**config.mk**
```make
export PLATFORM = sky130hd
export DESIGN_NAME = buffer_pool_page_replacement_core
export DESIGN_NICKNAME = d
export VERILOG_FILES = /design/src/rtl/bppr_pkg.sv /design/src/rtl/bppr_cell.sv /design/src/rtl/buffer_pool_page_replacement_core.sv
export VERILOG_INCLUDE_DIRS = /design/src /design/src/rtl
export SDC_FILE = /design/constraint.sdc
export NUM_CORES = 2
export LEC_CHECK = 0
export BUFFER_PORTS_ARGS = -buffer_cell sky130_fd_sc_hd__buf_2
export CAP_MARGIN = 20
export CORE_MARGIN = 2
export CORE_UTILIZATION = 30
export CTS_CLUSTER_SIZE = 30
export DETAILED_ROUTE_END_ITERATION = 6
export GPL_TIMING_DRIVEN = 0
export HOLD_SLACK_MARGIN = 0.15
export PLACE_DENSITY_LB_ADDON = 0.25
export SLEW_MARGIN = 25
export SYNTH_ARGS = -nofsm -noshare
export SYNTH_HDL_FRONTEND = slang
export SYNTH_HIERARCHICAL = 1
export SYNTH_SLANG_ARGS = --single-unit
export TNS_END_PERCENT = 50
```
**constraint.sdc**
```tcl
create_clock -name clock -period 26.2 [get_ports clock]
set_input_delay 3.93 -clock clock [delete_from_list [all_inputs] [get_ports clock]]
set_output_delay 3.93 -clock clock [all_outputs]
set_load 0.1 [all_outputs]
```
**src/rtl/buffer_pool_page_replacement_core_defines.svh**
```systemverilog
// Assertion macros shared by the buffer pool replacement RTL
`ifndef BUFFER_POOL_PAGE_REPLACEMENT_CORE_DEFINES_SVH
`define BUFFER_POOL_PAGE_REPLACEMENT_CORE_DEFINES_SVH

// check a condition in the cycle it is raised
`define BPPR_ASSERT_SAME(lbl, clk, rst, ante, cons) \
   lbl: assert property (@(posedge clk) disable iff (rst) (ante) |-> (cons)) \
      else $error("assertion failed");

// check a condition in the cycle after it is raised
`define BPPR_ASSERT_NEXT(lbl, clk, rst, ante, cons) \
   lbl: assert property (@(posedge clk) disable iff (rst) (ante) |=> (cons)) \
      else $error("assertion failed");

`endif

```
**src/rtl/bppr_pkg.sv**
```systemverilog
// Package: types, codes and defaults of the buffer pool replacement core
`default_nettype none
package bppr_pkg;
   localparam int FRAMES_DEF    = 16;
   localparam int PAGE_BITS_DEF = 20;

   localparam logic [2:0] OP_PIN   = 3'd0;
   localparam logic [2:0] OP_UNPIN = 3'd1;
   localparam logic [2:0] OP_DIRTY = 3'd2;
   localparam logic [2:0] OP_FORCE = 3'd3;
   localparam logic [2:0] OP_FLUSH = 3'd4;

   localparam logic [1:0] ST_DONE     = 2'd0;
   localparam logic [1:0] ST_LOADED   = 2'd1;
   localparam logic [1:0] ST_NOTFOUND = 2'd2;
   localparam logic [1:0] ST_PINNED   = 2'd3;

   localparam logic [1:0] POL_FIFO  = 2'd0;
   localparam logic [1:0] POL_LRU   = 2'd1;
   localparam logic [1:0] POL_LFU   = 2'd2;
   localparam logic [1:0] POL_CLOCK = 2'd3;

   localparam logic [2:0] ACT_NONE  = 3'd0;
   localparam logic [2:0] ACT_HIT   = 3'd1;
   localparam logic [2:0] ACT_LOAD  = 3'd2;
   localparam logic [2:0] ACT_UNPIN = 3'd3;
   localparam logic [2:0] ACT_DIRTY = 3'd4;
   localparam logic [2:0] ACT_FORCE = 3'd5;
   localparam logic [2:0] ACT_FLUSH = 3'd6;

   typedef struct packed {
      logic        valid;
      logic [7:0]  pin;
      logic        dirty;
      logic [31:0] stamp;
      logic [15:0] uses;
      logic        cbit;
   } frame_type;
endpackage
`default_nettype wire

```
**src/rtl/bppr_cell.sv**
```systemverilog
// One frame cell of the rotating frame ring
`default_nettype none
module bppr_cell
   import bppr_pkg::*;
#(
   parameter int PAGE_BITS = PAGE_BITS_DEF
) (
   input  wire logic                 clock,
   input  wire logic                 reset,
   input  wire logic                 shift,
   input  wire frame_type            frame_in,
   input  wire logic [PAGE_BITS-1:0] page_in,
   output frame_type                 frame_out,
   output logic      [PAGE_BITS-1:0] page_out
);
   frame_type                 frame_ff;
   logic      [PAGE_BITS-1:0] page_ff;

   always_ff @(posedge clock) begin
      if (reset) begin
         frame_ff <= '0;
      end else if (shift) begin
         frame_ff <= frame_in;
      end
   end

   always_ff @(posedge clock) begin
      if (shift) begin
         page_ff <= page_in;
      end
   end

   assign frame_out = frame_ff;
   assign page_out  = page_ff;
endmodule
`default_nettype wire

```
**src/rtl/buffer_pool_page_replacement_core.sv**
```systemverilog
// Top level: buffer pool page replacement core
//
// Requests enter on req_ (operation, page number) and results leave on rsp_;
// tlast marks the final result of a request. The frames sit in a ring of
// cells that rotates by one frame each cycle while a request scans or
// applies, unless a flush result stalls it. A request takes one full
// rotation to scan (match, empty frame, victim per policy, flush extent),
// a decision state, a second rotation that applies the update and emits
// flush results, and, unless a flush emitted results, a response state
// that loads a single result. One request is handled at a time;
// req_tready is high only while idle, and a waiting result in the output
// register does not block the next request.
// A stalled receiver stops the ring during a flush until each result is
// taken, and holds the single result of other requests until it is taken.
// Reset empties every frame and clears hands, counter and policy.
// csr_wr_en writes the replacement policy; write it only while idle.
`default_nettype none
module buffer_pool_page_replacement_core
   import bppr_pkg::*;
#(
   parameter int FRAMES    = FRAMES_DEF,
   parameter int PAGE_BITS = PAGE_BITS_DEF,
   localparam int IW       = $clog2(FRAMES),
   localparam int REQ_W    = ((3 + PAGE_BITS + 7) / 8) * 8,
   localparam int RSP_W    = ((4 + IW + PAGE_BITS + 7) / 8) * 8
) (
   input  wire logic             clock,
   input  wire logic             reset,
   input  wire logic             req_tvalid,
   output logic                  req_tready,
   input  wire logic [REQ_W-1:0] req_tdata,   // operation, page_number
   output logic                  rsp_tvalid,
   input  wire logic             rsp_tready,
   output logic      [RSP_W-1:0] rsp_tdata,   // status, frame_index, read_request,
                                              // writeback_request, writeback_page
   output logic                  rsp_tlast,
   input  wire logic             csr_wr_en,
   input  wire logic [1:0]       csr_wr_data
);
`include "buffer_pool_page_replacement_core_defines.svh"

   localparam logic [2:0] S_IDLE   = 3'd0;
   localparam logic [2:0] S_SCAN   = 3'd1;
   localparam logic [2:0] S_DECIDE = 3'd2;
   localparam logic [2:0] S_APPLY  = 3'd3;
   localparam logic [2:0] S_RESP   = 3'd4;
   localparam logic [IW-1:0] LAST_K = IW'(FRAMES - 1);
   localparam logic [IW:0]   F_W    = (IW + 1)'(FRAMES);

   function automatic logic [IW-1:0] ring_dist(input logic [IW-1:0] k, input logic [IW-1:0] b);
      logic [IW:0] d;
      d = (k >= b) ? ({1'b0, k} - {1'b0, b}) : ({1'b0, k} + F_W - {1'b0, b});
      return d[IW-1:0];
   endfunction

   function automatic logic [IW-1:0] inc_wrap(input logic [IW-1:0] v);
      return (v == LAST_K) ? '0 : v + 1'b1;
   endfunction

   logic [2:0]           state_ff, state_in;
   logic [IW-1:0]        k_ff;
   logic [1:0]           policy_ff;
   logic [2:0]           op_ff;
   logic [PAGE_BITS-1:0] page_ff;
   logic [31:0]          acc_ff;
   logic [IW-1:0]        fifo_hand_ff, lfu_start_ff, clock_hand_ff;

   logic m_found_ff, i_found_ff, any_unp_ff, fh_found_ff, fw_found_ff, l_found_ff;
   logic lh_found_ff, lw_found_ff, c0h_found_ff, c0w_found_ff, uh_found_ff, uw_found_ff;
   logic lf_found_ff;
   logic [IW-1:0] m_idx_ff, i_idx_ff, fh_idx_ff, fw_idx_ff, l_idx_ff, lh_idx_ff, lw_idx_ff;
   logic [IW-1:0] c0h_idx_ff, c0w_idx_ff, uh_idx_ff, uw_idx_ff, lf_idx_ff;
   logic [31:0]   l_stamp_ff;
   logic [15:0]   lh_use_ff, lw_use_ff;

   logic [2:0]           act_ff;
   logic [IW-1:0]        tgt_ff;
   logic                 repl_ff, clk_clr_ff, clr_all_ff;
   logic [IW-1:0]        clr_lim_ff, clr_base_ff;
   logic [1:0]           res_status_ff;
   logic [IW-1:0]        res_idx_ff;
   logic                 res_rd_ff, res_wb_ff;
   logic [PAGE_BITS-1:0] res_page_ff;

   logic [2:0]           act_in;
   logic                 acc_inc;
   logic [IW-1:0]        tgt_in;
   logic                 repl_in, clk_clr_in;
   logic [1:0]           res_status_in;
   logic [IW-1:0]        res_idx_in;
   logic                 res_rd_in, res_wb_in;
   logic [PAGE_BITS-1:0] res_page_in;

   logic                 rsp_tvalid_ff, rsp_last_ff, rsp_rd_ff, rsp_wb_ff;
   logic [1:0]           rsp_status_ff;
   logic [IW-1:0]        rsp_idx_ff;
   logic [PAGE_BITS-1:0] rsp_page_ff;

   frame_type            cell_frame [FRAMES];
   logic [PAGE_BITS-1:0] cell_page  [FRAMES];
   frame_type            head, mod_frame;
   logic [PAGE_BITS-1:0] head_page, mod_page;
   logic                 shift, out_free, fl_emit, unp, accept, out_load;
   logic [IW-1:0]        victim;

   assign head      = cell_frame[0];
   assign head_page = cell_page[0];
   assign unp       = (head.pin == 8'd0);
   assign out_free  = !rsp_tvalid_ff || rsp_tready;
   assign accept    = req_tvalid && req_tready;
   assign req_tready = (state_ff == S_IDLE);
   assign fl_emit   = (act_ff == ACT_FLUSH) && head.valid && unp && head.dirty;
   assign shift     = (state_ff == S_SCAN) ||
                      ((state_ff == S_APPLY) && !(fl_emit && !out_free));
   assign out_load  = ((state_ff == S_APPLY) && fl_emit && out_free) ||
                      ((state_ff == S_RESP) && out_free);

   for (genvar i = 0; i < FRAMES; i++) begin : g_cell
      bppr_cell #(.PAGE_BITS(PAGE_BITS)) u_cell (
         .clock     (clock),
         .reset     (reset),
         .shift     (shift),
         .frame_in  ((i == FRAMES - 1) ? mod_frame : cell_frame[(i + 1) % FRAMES]),
         .page_in   ((i == FRAMES - 1) ? mod_page : cell_page[(i + 1) % FRAMES]),
         .frame_out (cell_frame[i]),
         .page_out  (cell_page[i])
      );
   end

   always_comb begin
      mod_frame = head;
      mod_page  = head_page;
      if (state_ff == S_APPLY) begin
         if (clk_clr_ff && unp &&
             (clr_all_ff || (ring_dist(k_ff, clr_base_ff) < clr_lim_ff))) begin
            mod_frame.cbit = 1'b0;
         end
         if (fl_emit) begin
            mod_frame.dirty = 1'b0;
         end
         if (k_ff == tgt_ff) begin
            unique case (act_ff)
               ACT_HIT: begin
                  if (head.pin != 8'hFF) mod_frame.pin = head.pin + 8'd1;
                  mod_frame.stamp = acc_ff;
                  if (head.uses != 16'hFFFF) mod_frame.uses = head.uses + 16'd1;
                  mod_frame.cbit = 1'b1;
               end
               ACT_LOAD: begin
                  mod_page        = page_ff;
                  mod_frame.valid = 1'b1;
                  mod_frame.pin   = 8'd1;
                  mod_frame.dirty = 1'b0;
                  mod_frame.stamp = acc_ff;
                  mod_frame.uses  = 16'd0;
                  mod_frame.cbit  = 1'b1;
               end
               ACT_UNPIN: begin
                  if (head.pin != 8'd0) mod_frame.pin = head.pin - 8'd1;
               end
               ACT_DIRTY: mod_frame.dirty = 1'b1;
               ACT_FORCE: mod_frame.dirty = 1'b0;
               default: ;
            endcase
         end
      end
   end

   always_comb begin
      unique case (policy_ff)
         POL_FIFO:  victim = fh_found_ff ? fh_idx_ff : fw_idx_ff;
         POL_LRU:   victim = l_idx_ff;
         POL_LFU:   victim = (lh_found_ff && (!lw_found_ff || lw_use_ff >= lh_use_ff))
                             ? lh_idx_ff : lw_idx_ff;
         default:   victim = c0h_found_ff ? c0h_idx_ff :
                             c0w_found_ff ? c0w_idx_ff :
                             uh_found_ff  ? uh_idx_ff  : uw_idx_ff;
      endcase
   end

   always_comb begin
      act_in        = ACT_NONE;
      acc_inc       = 1'b0;
      tgt_in        = m_idx_ff;
      repl_in       = 1'b0;
      clk_clr_in    = 1'b0;
      res_status_in = ST_DONE;
      res_idx_in    = '0;
      res_rd_in     = 1'b0;
      res_wb_in     = 1'b0;
      res_page_in   = '0;
      unique case (op_ff)
         OP_PIN: begin
            if (m_found_ff) begin
               act_in     = ACT_HIT;
               acc_inc    = 1'b1;
               res_idx_in = m_idx_ff;
            end else if (i_found_ff || any_unp_ff) begin
               act_in        = ACT_LOAD;
               acc_inc       = 1'b1;
               tgt_in        = i_found_ff ? i_idx_ff : victim;
               res_idx_in    = i_found_ff ? i_idx_ff : victim;
               repl_in       = !i_found_ff;
               clk_clr_in    = !i_found_ff && (policy_ff == POL_CLOCK);
               res_status_in = ST_LOADED;
               res_rd_in     = 1'b1;
            end else begin
               res_status_in = ST_PINNED;
            end
         end
         OP_UNPIN, OP_DIRTY, OP_FORCE: begin
            if (m_found_ff) begin
               res_idx_in = m_idx_ff;
               if (op_ff == OP_UNPIN) begin
                  act_in = ACT_UNPIN;
               end else if (op_ff == OP_DIRTY) begin
                  act_in = ACT_DIRTY;
               end else begin
                  act_in      = ACT_FORCE;
                  res_wb_in   = 1'b1;
                  res_page_in = page_ff;
               end
            end else begin
               res_status_in = ST_NOTFOUND;
            end
         end
         OP_FLUSH: if (lf_found_ff) act_in = ACT_FLUSH;
         default: ;
      endcase
   end

   always_comb begin
      state_in = state_ff;
      unique case (state_ff)
         S_IDLE:   if (accept) state_in = S_SCAN;
         S_SCAN:   if (k_ff == LAST_K) state_in = S_DECIDE;
         S_DECIDE: state_in = S_APPLY;
         S_APPLY:  if (shift && k_ff == LAST_K) state_in = (act_ff == ACT_FLUSH) ? S_IDLE : S_RESP;
         S_RESP:   if (out_free) state_in = S_IDLE;
         default:  state_in = S_IDLE;
      endcase
   end

   always_ff @(posedge clock) begin
      if (reset) begin
         state_ff      <= S_IDLE;
         k_ff          <= '0;
         policy_ff     <= POL_FIFO;
         acc_ff        <= '0;
         fifo_hand_ff  <= '0;
         lfu_start_ff  <= '0;
         clock_hand_ff <= '0;
         act_ff        <= ACT_NONE;
         rsp_tvalid_ff <= 1'b0;
      end else begin
         state_ff <= state_in;
         if (csr_wr_en) policy_ff <= csr_wr_data;
         if (accept || (shift && k_ff == LAST_K)) begin
            k_ff <= '0;
         end else if (shift) begin
            k_ff <= k_ff + 1'b1;
         end
         if (out_load) begin
            rsp_tvalid_ff <= 1'b1;
         end else if (rsp_tready) begin
            rsp_tvalid_ff <= 1'b0;
         end
         if (state_ff == S_DECIDE) begin
            act_ff <= act_in;
            if (acc_inc) acc_ff <= acc_ff + 32'd1;
            if (repl_in) begin
               unique case (policy_ff)
                  POL_FIFO:  fifo_hand_ff  <= inc_wrap(victim);
                  POL_LFU:   lfu_start_ff  <= inc_wrap(victim);
                  POL_CLOCK: clock_hand_ff <= inc_wrap(victim);
                  default: ;
               endcase
            end
         end
      end
   end

   always_ff @(posedge clock) begin
      if (accept) begin
         op_ff        <= req_tdata[2:0];
         page_ff      <= req_tdata[PAGE_BITS+2:3];
         m_found_ff   <= 1'b0;
         i_found_ff   <= 1'b0;
         any_unp_ff   <= 1'b0;
         fh_found_ff  <= 1'b0;
         fw_found_ff  <= 1'b0;
         l_found_ff   <= 1'b0;
         lh_found_ff  <= 1'b0;
         lw_found_ff  <= 1'b0;
         c0h_found_ff <= 1'b0;
         c0w_found_ff <= 1'b0;
         uh_found_ff  <= 1'b0;
         uw_found_ff  <= 1'b0;
         lf_found_ff  <= 1'b0;
      end else if (state_ff == S_SCAN) begin
         if (!m_found_ff && head.valid && head_page == page_ff) begin
            m_found_ff <= 1'b1;
            m_idx_ff   <= k_ff;
         end
         if (!i_found_ff && !head.valid) begin
            i_found_ff <= 1'b1;
            i_idx_ff   <= k_ff;
         end
         if (unp) begin
            any_unp_ff <= 1'b1;
            if (!fh_found_ff && k_ff >= fifo_hand_ff) begin
               fh_found_ff <= 1'b1;
               fh_idx_ff   <= k_ff;
            end
            if (!fw_found_ff) begin
               fw_found_ff <= 1'b1;
               fw_idx_ff   <= k_ff;
            end
            if (!l_found_ff || head.stamp < l_stamp_ff) begin
               l_found_ff <= 1'b1;
               l_idx_ff   <= k_ff;
               l_stamp_ff <= head.stamp;
            end
            if (k_ff >= lfu_start_ff) begin
               if (!lh_found_ff || head.uses < lh_use_ff) begin
                  lh_found_ff <= 1'b1;
                  lh_idx_ff   <= k_ff;
                  lh_use_ff   <= head.uses;
               end
            end else if (!lw_found_ff || head.uses < lw_use_ff) begin
               lw_found_ff <= 1'b1;
               lw_idx_ff   <= k_ff;
               lw_use_ff   <= head.uses;
            end
            if (k_ff >= clock_hand_ff) begin
               if (!c0h_found_ff && !head.cbit) begin
                  c0h_found_ff <= 1'b1;
                  c0h_idx_ff   <= k_ff;
               end
               if (!uh_found_ff) begin
                  uh_found_ff <= 1'b1;
                  uh_idx_ff   <= k_ff;
               end
            end else begin
               if (!c0w_found_ff && !head.cbit) begin
                  c0w_found_ff <= 1'b1;
                  c0w_idx_ff   <= k_ff;
               end
               if (!uw_found_ff) begin
                  uw_found_ff <= 1'b1;
                  uw_idx_ff   <= k_ff;
               end
            end
            if (head.valid && head.dirty) begin
               lf_found_ff <= 1'b1;
               lf_idx_ff   <= k_ff;
            end
         end
      end
   end

   always_ff @(posedge clock) begin
      if (state_ff == S_DECIDE) begin
         tgt_ff        <= tgt_in;
         repl_ff       <= repl_in;
         clk_clr_ff    <= clk_clr_in;
         clr_all_ff    <= !(c0h_found_ff || c0w_found_ff);
         clr_base_ff   <= clock_hand_ff;
         clr_lim_ff    <= ring_dist(victim, clock_hand_ff);
         res_status_ff <= res_status_in;
         res_idx_ff    <= res_idx_in;
         res_rd_ff     <= res_rd_in;
         res_wb_ff     <= res_wb_in;
         res_page_ff   <= res_page_in;
      end else if (state_ff == S_APPLY && act_ff == ACT_LOAD && repl_ff && k_ff == tgt_ff) begin
         res_wb_ff   <= head.dirty;
         res_page_ff <= head.dirty ? head_page : '0;
      end
   end

   always_ff @(posedge clock) begin
      if (out_load) begin
         if (state_ff == S_APPLY) begin
            rsp_status_ff <= ST_DONE;
            rsp_idx_ff    <= k_ff;
            rsp_rd_ff     <= 1'b0;
            rsp_wb_ff     <= 1'b1;
            rsp_page_ff   <= head_page;
            rsp_last_ff   <= (k_ff == lf_idx_ff);
         end else begin
            rsp_status_ff <= res_status_ff;
            rsp_idx_ff    <= res_idx_ff;
            rsp_rd_ff     <= res_rd_ff;
            rsp_wb_ff     <= res_wb_ff;
            rsp_page_ff   <= res_page_ff;
            rsp_last_ff   <= 1'b1;
         end
      end
   end

   always_comb begin
      rsp_tdata                    = '0;
      rsp_tdata[1:0]               = rsp_status_ff;
      rsp_tdata[IW+1:2]            = rsp_idx_ff;
      rsp_tdata[IW+2]              = rsp_rd_ff;
      rsp_tdata[IW+3]              = rsp_wb_ff;
      rsp_tdata[IW+PAGE_BITS+3:IW+4] = rsp_page_ff;
   end
   assign rsp_tvalid = rsp_tvalid_ff;
   assign rsp_tlast  = rsp_last_ff;

   `BPPR_ASSERT_NEXT(a_accept_starts_scan, clock, reset, accept, (state_ff == S_SCAN) && (k_ff == '0))
   `BPPR_ASSERT_NEXT(a_decide_then_apply, clock, reset, state_ff == S_DECIDE, state_ff == S_APPLY)
   `BPPR_ASSERT_SAME(a_load_only_when_free, clock, reset, out_load, out_free)
   `BPPR_ASSERT_SAME(a_flush_stalls_ring, clock, reset, (state_ff == S_APPLY) && fl_emit && !out_free, !shift)
endmodule
`default_nettype wire
```
==> impl_metrics.tcl <==
set metrics [dict create \
    status "completed" \
    relSlewSlack_pct 37.2 \
    insertion_delay_ns 0.78 \
    cp-start-kind "register" \
    drive_above_1_share_pct 10.9 \
    start_util_pct 30.1 \
    fin_cells 7684 \
    syn_avg_cell_area_um2 12.1 \
    clk_pin_slew_worst_paths_ns 0.06 \
    fmax_mhz 167 \
    final_area_um2 67100 \
    rsz0062_at_grt "false" \
    nNetsFinal 5162 \
    synthTopCellsByArea "dfxtp_1 35%, edfxtp_1 27%, mux2i_1 17%" \
    antenna_left 0 \
    maxCapViolCount 0 \
    cts_resized 0 \
    p_clk_share_pct 44.2 \
    dp_slack_ns 19.94 \
    first_pass_iters 6 \
    path_class "register to primary output" \
    pwr-share-seq_pct 50.0 \
    p_switching_uw 1150 \
    finalCritPeriodShare_pct 22.9 \
    cts_tree "yes" \
    cp.arrival_ns 2.08 \
    cp.required_ns 22.27 \
    cts-root-buf "clkbuf_16" \
    placed_area_um2 61800 \
    overflow 0 \
    synth_warnings 6 \
    hp-class "register to register" \
    cts_buffer_depth 3 \
    yosys_register_bits 1540 \
    vdd_drop_max_uv 50.7 \
    r2r_start "k_ff[3]$_SDFFE_PP0P_" \
    row_count 161 \
    p_per_area_nw_per_um2 76.0 \
    critPathMaxFanout 8 \
    min_from "g_cell[14].u_cell/page_out[8]$_DFFE_PP_" \
    vias 33700 \
    die_w_um 443 \
    place.detailed.hpwl_um 86800 \
    ios 66 \
    synth_cell_type_count 74 \
    synth.most_common_cell "nor2_1" \
    setup_ws_ns 20.19 \
    gp_congestion 0.790 \
    finalMaxSlewViolations 0 \
    switching_share_pct 22.6 \
    routedWlPerCell_um 16.2 \
    drt_iter0_markers 2114 \
    crit_start "state_ff[1]$_SDFFE_PP0P_" \
    grt_pass1_vias 33700 \
    synth_top_area_cell "dfxtp_1" \
    vias_per_cell 4.39 \
    synth_area_um2 57800 \
    dieArea_um2 196000 \
    grt_pass1_wl_um 195000 \
    netlist_top_cells_count "1055 x nor2_1, 1013 x dfxtp_1, 967 x mux2i_1, 527 x edfxtp_1, 212 x nand2_1" \
    grt_max_degree 30 \
    total_power_uw 5100 \
    postCtsSetupRepairBufs 0 \
    worst_slew_pin_slew_ns 0.934 \
    h-tree-depth 4 \
    drc 0 \
    numCtsBuffers 161 \
    p_comb_share_pct 5.9 \
    numPortBuffers 59 \
    clock-skew-final_ns 0.0402 \
    routed_wl_um 125000 \
    p_leak_uw 0.0257 \
    track_usage_pct 12.6 \
    end_kind "primary output" \
    antenna_found_initial 4 \
    fin_crit_ns 6.01 \
    synth_top_area_share_pct 35.1 \
    syn_inst 4780 \
    cts_sinks 1540 \
    fp.dieH_um 443 \
    final_hold_viol_count 0 \
    dp.cells 7390 \
    hold_buffers 0 \
    seq_area_frac_synth_pct 62.5 \
    synth-edff-count 527 \
    synth_top_flop_cell "dfxtp_1" \
    setup_viol 0 \
    area_growth_pct 16.1 \
    cell_internal_pwr_uw 3940 \
    core_um2 192000 \
    async_flop_share_pct 0 \
    whs_ns 0.399 \
]
state kept, by name, indices dropped and copies added (netlist names), 16 cells and up:
name                     cells
acc_ff                      32
g_cell.u_cell/frame_out    944
g_cell.u_cell/page_out     320
rsp_page_ff                 20
l_stamp_ff                  32
page_ff                     20
lw_use_ff                   16
res_page_ff                 20
lh_use_ff                   16
power groups by stage:
| stage | Clock (uW) | Sequential, uW | Combinational [uW] |
|---|---|---|---|
| finish | 2250 | 2550 | 298 |
| global route | 2430 | 2550 | 318 |
| CTS | 2330 | 2550 | 302 |
| detailed placement | 0 | 2600 | 301 |
| global placement | 0 | 2630 | 288 |
| floorplan | 0 | 2620 | 209 |
logic make-up after synthesis:
family / synth area share, %
AND/OR/NAND/NOR: 10.2
adder cells (fa/ha/maj): 2.26
other: 0.00649
multiplexers: 17.4
AO/OA/AOI/OAI: 2.79
XOR/XNOR: 1.03
buffers and inverters: 3.84
flip-flops: 62.5
critical path: stages, from the launching register on:
cell	delay, ns
dfxtp_1	0.31
buf_6	0.13
nor3_1	0.32
buf_2	0.53
cell usage in the layout (no fill, tap or decap), types with 7 or more instances in the layout:
cell,synthesis,routed
a21o_1,47,47
a21oi_1,62,62
a22o_1,26,26
a31oi_1,7,7
and2_1,10,10
and3_1,19,19
buf_12,16,25
buf_16,0,9
buf_2,52,112
buf_4,86,89
buf_6,18,18
clkbuf_1,108,148
clkbuf_16,0,168
clkbuf_8,0,28
clkinv_2,0,26
dfxtp_1,1013,1012
edfxtp_1,527,527
ha_1,103,103
inv_1,98,98
mux2_2,34,34
mux2i_1,967,967
nand2_1,212,211
nand2b_1,14,14
nand3_1,37,37
nand4_1,20,20
nor2_1,1055,1051
nor2b_1,9,9
nor3_1,18,18
nor4_1,15,12
o21ai_0,45,45
or3_1,11,11
xnor2_1,17,17
xor2_1,51,51
area by class of cell:
cell class                 instances  area (um2)
fill                           18900      125000
sequential                      1540       36100
multi-input combinational       2862       19500
clock buffer                     240        4750
tap                             2526        3160
buffer                           281        1840
timing repair buffer              81         751
clock inverter                    52         558
inverter                         100         383
antenna                            2        5.00
layer usage:
layer / up-vias / share of wire, % / GRT usage (%) / wire (um)
met5: - / 0 / 0 / 0
met4: 0 / 2.5 / 3.96 / 3150
met3: 203 / 3.4 / 2.26 / 4300
met2: 461 / 45 / 19.9 / 56200
met1: 16100 / 49 / 17.3 / 61200
li1: 17000 / - / - / -
path summary, 6_finish.rpt:
kind	end	slack (ns)	cells past startpoint
max	req_tready	20.19	3
min	g_cell[13].u_cell/page_out[8]$_DFFE_PP_	0.40	0
max reg2reg	g_cell[15].u_cell/frame_out[13]$_SDFFE_PP0P_	21.37	11
min reg2reg	g_cell[13].u_cell/page_out[8]$_DFFE_PP_	0.40	0
through the flow:
step / util, % / setup TNS, ns
after CTS: 34.9 / 0
final: 34.9 / 0
after global placement: 31.9 / -206.59
after detailed placement: 32.2 / 0
after global routing: 34.9 / 0
after floorplan: - / 0
Power figures use the tool's default switching activity.
